`src/rtl/ccw_pkg.sv`:
```
// Shared constants, codes and types for the text console character writer.
// No dependencies; compiled first.
package ccw_pkg;

	// default geometry of the console
	localparam int COLS_DEF     = 80;
	localparam int ROWS_DEF     = 25;
	localparam int TAB_STOP_DEF = 4;

	// fixed item field widths
	localparam int ACTION_W = 1;
	localparam int CHAR_W   = 8;
	localparam int CADDR_W  = 11;
	localparam int CURSOR_W = 11;
	localparam int CELL_W   = 16;

	// attribute register value after reset
	localparam logic [CHAR_W-1:0] ATTR_RST = 8'h03;

	// action codes
	localparam logic [ACTION_W-1:0] ACT_WRITE = 1'b0;
	localparam logic [ACTION_W-1:0] ACT_READ  = 1'b1;

	// special byte codes
	localparam logic [CHAR_W-1:0] KEY_ESC   = 8'h1B;
	localparam logic [CHAR_W-1:0] KEY_END   = 8'h6D;
	localparam logic [CHAR_W-1:0] KEY_TAB   = 8'h09;
	localparam logic [CHAR_W-1:0] KEY_LF    = 8'h0A;
	localparam logic [CHAR_W-1:0] KEY_CR    = 8'h0D;
	localparam logic [CHAR_W-1:0] KEY_SPACE = 8'h20;

	// sequencer states
	typedef enum logic [3:0] {
		ST_CLEAR,
		ST_IDLE,
		ST_READ,
		ST_WRAP,
		ST_CHECK,
		ST_PUT,
		ST_COPY,
		ST_BLANK,
		ST_DONE
	} state_t;

	// operand selection of the shared address adder
	typedef enum logic [1:0] {
		ALU_CURSOR,
		ALU_STRIDE,
		ALU_COPY
	} alu_op_t;

endpackage

```
`src/rtl/ccw_alu.sv`:
```
// Shared address adder: cursor cell address, next row base, scroll source address.
// Depends on ccw_pkg for the operation codes.
module ccw_alu import ccw_pkg::*; #(
	parameter int COLS   = COLS_DEF,
	parameter int CUR_W  = 11,
	parameter int COL_W  = 7,
	parameter int ADDR_W = 11
) (
	input  alu_op_t           op,
	input  logic [CUR_W-1:0]  row_base,
	input  logic [COL_W-1:0]  column,
	input  logic [ADDR_W-1:0] idx,
	output logic [CUR_W-1:0]  sum
);

	logic [CUR_W-1:0] opa;
	logic [CUR_W-1:0] opb;

	// operand selection
	always_comb begin
		unique case (op)
			ALU_CURSOR: begin
				opa = row_base;
				opb = CUR_W'(column);
			end
			ALU_STRIDE: begin
				opa = row_base;
				opb = CUR_W'(COLS);
			end
			ALU_COPY: begin
				opa = CUR_W'(idx);
				opb = CUR_W'(COLS);
			end
			default: begin
				opa = row_base;
				opb = CUR_W'(column);
			end
		endcase
	end

	// the one adder
	assign sum = opa + opb;

endmodule

```
`config.mk`:
```
export PLATFORM = sky130hd
export DESIGN_NAME = ccw_alu
export DESIGN_NICKNAME = d
export VERILOG_FILES = /design/src/rtl/ccw_pkg.sv /design/src/rtl/ccw_alu.sv
export SDC_FILE = /design/constraint.sdc
export NUM_CORES = 1
export LEC_CHECK = 0
export BUFFER_PORTS_ARGS = -buffer_cell sky130_fd_sc_hd__buf_4
export CORE_AREA = 2 2 39 41
export DETAILED_ROUTE_END_ITERATION = 10
export DIE_AREA = 0 0 41 43
export GPL_TIMING_DRIVEN = 0
export PLACE_DENSITY = 0.85
export SLEW_MARGIN = 20
export SYNTH_ARGS = -nofsm -noshare
export SYNTH_HDL_FRONTEND = slang
export SYNTH_SLANG_ARGS = --single-unit
```
`constraint.sdc`:
```
create_clock -name vclk -period 5.5
set_input_delay 0.275 -clock vclk [all_inputs]
set_output_delay 0.275 -clock vclk [all_outputs]
set_load 0.01 [all_outputs]
```
# Word-level counts from Yosys, hierarchy flattened
# Cells that the tools add are included.
[totals]
in_bits = 31
regBits = 0
out_inout_bits = 11
elab_cells = 6
[classes]
n_eq_ne = 2
n_mux = 2
add_sub_neg = 1
reduce_logical = 1
[op_table]
columns = ["op", "count"]
rows = [
  ["11-bit adder", 1],
  ["11-bit two-way mux", 1],
  ["7-bit two-way mux", 1],
  ["2-bit by 1-bit == test with 1-bit output (second input constant)", 1],
  ["2-bit == test (second input constant)", 1],
  ["2-bit OR reduction", 1],
]

# Depth between registers and ports, before layout
[depth]
word_depth = 4
mapped_depth = 12
mapped_depth_nobuf = 11

# Least setup slack after synthesis
# Ideal clock, no wire load.
[synth_timing]
path_kind = "input to output"
start = "in op[0]"
end = "out sum[10]"
path_slack_ns = 2.822
arrival_ns = 2.403
stages = 12
t_required_ns = 5.225
n_path_buf = 1
cell_sequence = "inv_1 > ha_1 > buf_2 > mux2_2 > ha_1 > inv_1 > fa_1 > nor2b_1 > o31ai_2 > a211oi_1 > xnor2_1 > mux2i_1"
[synth_via]
elab_chain_cells = 4
word_cells_on_any_way = 6
cone_classes = "1 x add/sub; 2 x eq/ne; 2 x mux; 1 x reduce/logical"
[synth_rtl]
columns = ["element", "line_no", "source"]
rows = [
  ["start: declaration", "ccw_alu.sv:9", "input alu_op_t op,"],
  ["2-bit == test or 2-bit by 1-bit == test with 1-bit output (tied branches)", "ccw_alu.sv:21", "unique case (op)"],
  ["2-bit OR reduction (no source line)", "-", ""],
  ["7-bit two-way mux", "ccw_alu.sv:21", ""],
  ["11-bit adder *", "ccw_alu.sv:42", "assign sum = opa + opb;"],
  ["end: declaration", "ccw_alu.sv:13", "output logic [CUR_W-1:0] sum"],
]
# Mark *: on every way between the ends. The rest lies on a longest branch, timed or not.

# Worst setup path after layout
# Same ends and word-level chain as after synthesis.

==> results.json <==
{
  "outcome": "finished, final reports clean",
  "synth_top_family_by_area": "compound AO/OA/AOI/OAI gates",
  "vias": 684,
  "yosysTopAreaCell": "ha_1",
  "worstPathRequired_ns": 5.22,
  "grt_usage": 0.1882,
  "grt_pass1_vias": 652,
  "synth_compound_area_frac": 0.2143,
  "yosys-top-cells-count": "8 x ha_1, 7 x xnor2_1, 6 x mux2_2",
  "end_kind": "output port",
  "ant_nets": 0,
  "slew_viol_final": 0,
  "coreArea_um2": 1384,
  "synth_xor_area_frac": 0.1212,
  "synth_most_common_cell": "ha_1",
  "pwr_density_cell_nw_per_um2": 135.6,
  "design_area_um2": 913.4,
  "layout-drive-gt1-share": 0.4483,
  "synth_cells": 74,
  "whs_ns": 0.9325,
  "worst_slew_pin_slew_ns": 0.4052,
  "synth_top_area_frac": 0.1732,
  "dp_hpwl_mm": 1.445,
  "ys_types": 26,
  "synth_mux_area_frac": 0.2035,
  "antenna_found_initial": 0,
  "place.gp.congestion": 0.7954,
  "yosys_warnings": 0,
  "die_h_um": 43,
  "diodes": 0,
  "maxSlewHeadroom": 0.7229,
  "fin_crit_ns": 3.059,
  "synthSimpleGateAreaFrac": 0.2121,
  "grt_pass1_wl_mm": 2.456,
  "cp_max_fo": 10,
  "postCtsHoldBufs": 0,
  "ys_seq_area_frac": 0,
  "wl_per_cell_um": 12.19,
  "hold_violations": 0,
  "drt_wl_total_mm": 1.609,
  "ios": 42,
  "path_class": "primary input to output port",
  "avgViaCountPerCell": 5.182,
  "synth_nets": 114,
  "avgSynthCellArea_um2": 7.812,
  "firstDrtPassIters": 2,
  "nets": 158,
  "row_count": 14,
  "die_w_um": 41,
  "rsz0062_at_grt": "no",
  "syn_to_final_growth_pct": 58.01,
  "yosys-top-cells-area": "ha_1 17%, mux2_2 12%, xnor2_1 11%",
  "nFillCells": 121,
  "syn_area_um2": 578.1,
  "synth_adder_area_share": 0.2078,
  "placed_area_um2": 913.4,
  "cts_setup_buffers": 0,
  "route.detailed.drc": 0,
  "die_area_um2": 1763,
  "maxCapViolCount": 0,
  "io_buffers": 42,
  "seq_cells": 0,
  "drt_iter0_markers": 4,
  "hold_path_class": "primary input to output port",
  "finalSetupTns_ns": 0,
  "n_clock_buffer": 0,
  "setup_viol": 0,
  "timing.fmax_mhz": 326.9,
  "start_util": 0.4177,
  "ir_worst_vdd_v": 0.00006283,
  "grt-ovfl-total": 0,
  "p_leak_uw": 0.0004395,
  "finalCritPeriodShare": 0.5562,
  "grt_max_degree": 11,
  "crit_path_start_kind": "primary input",
  "post_cts_resized": 0,
  "regArea_um2": 0,
  "final_util": 0.6600,
  "worstPathArrival_ns": 2.78
}
==> logic make-up after synthesis <==
kind of cell,Yosys count
xor gates and xnor gates,8
muxes,11
adders and majority gates,9
and+or+nand+nor,23
buffers and inverters,6
AOI/OAI and AO/OA,17
==> worst paths after layout <==
| kind | endpoint | depth (start not counted) | slack [ns] | startpoint |
|---|---|---|---|---|
| max | sum[10] | 14 | 2.44 | op[0] |
| min | sum[10] | 4 | 0.93 | row_base[10] |
==> worst max-delay path, cell delays in order <==
cell and delay [ns]:
buf_4 0.11, inv_1 0.04, ha_1 0.21, buf_2 0.28, mux2_2 0.37, ha_1 0.23, inv_1 0.07, fa_1 0.20
nor2b_1 0.07, o31ai_2 0.34, a211oi_1 0.15, xnor2_1 0.15, mux2i_1 0.13, buf_4 0.14
==> per-layer routing <==
layer	part of all wire	track usage	wire length (um)
met1	0.38	0.2070	606
met2	0.57	0.3844	910
met3	0.057	0	91
met4	0	0	0
met5	0	0	0
==> area by class of cell <==
cell class	count	area, um2	area share
Buffer	1	5.005	0.005479
Inverter	5	18.77	0.02055
Multi-Input combinational cell	68	554.3	0.6068
Tap cell	16	20.02	0.02192
Timing Repair Buffer	42	315.3	0.3452
==> metrics by stage <==
step                      worst slack, ns  power [uW]  cells
after floorplan                     2.822       70.80     74
after global placement              2.483       121.3    132
after detailed placement            2.421       124.3    132
after CTS                           2.425       124.7    132
after global routing                2.170       135.5    132
final                               2.441       123.9    132
==> cells in the final DEF, fill, tap and decap left out <==
cell,netlist,routed
a31oi_1,1,1
nor2_1,5,5
ha_1,8,8
nor2b_1,1,1
nand2b_1,4,4
nand2_1,4,4
a2111oi_0,2,2
nand3_1,2,2
a21boi_0,1,1
o211a_1,1,1
mux2i_1,5,5
and2_1,4,4
fa_1,1,1
xnor2_1,7,7
nor2_2,1,1
a21oi_1,3,3
or3_4,1,1
o21ai_0,2,2
o31ai_2,1,1
a211oi_1,3,3
inv_1,5,5
buf_4,0,42
xor2_1,1,1
o21a_1,3,3
nor3_1,1,1
mux2_2,6,6
buf_2,1,1
==> power by group <==
part           switching (uW)  internal [uW]
clock                       0              0
combinational            54.8           69.0
sequential                  0              0
total                    54.8           69.0
No activity file was read; power rests on OpenSTA's default activity.
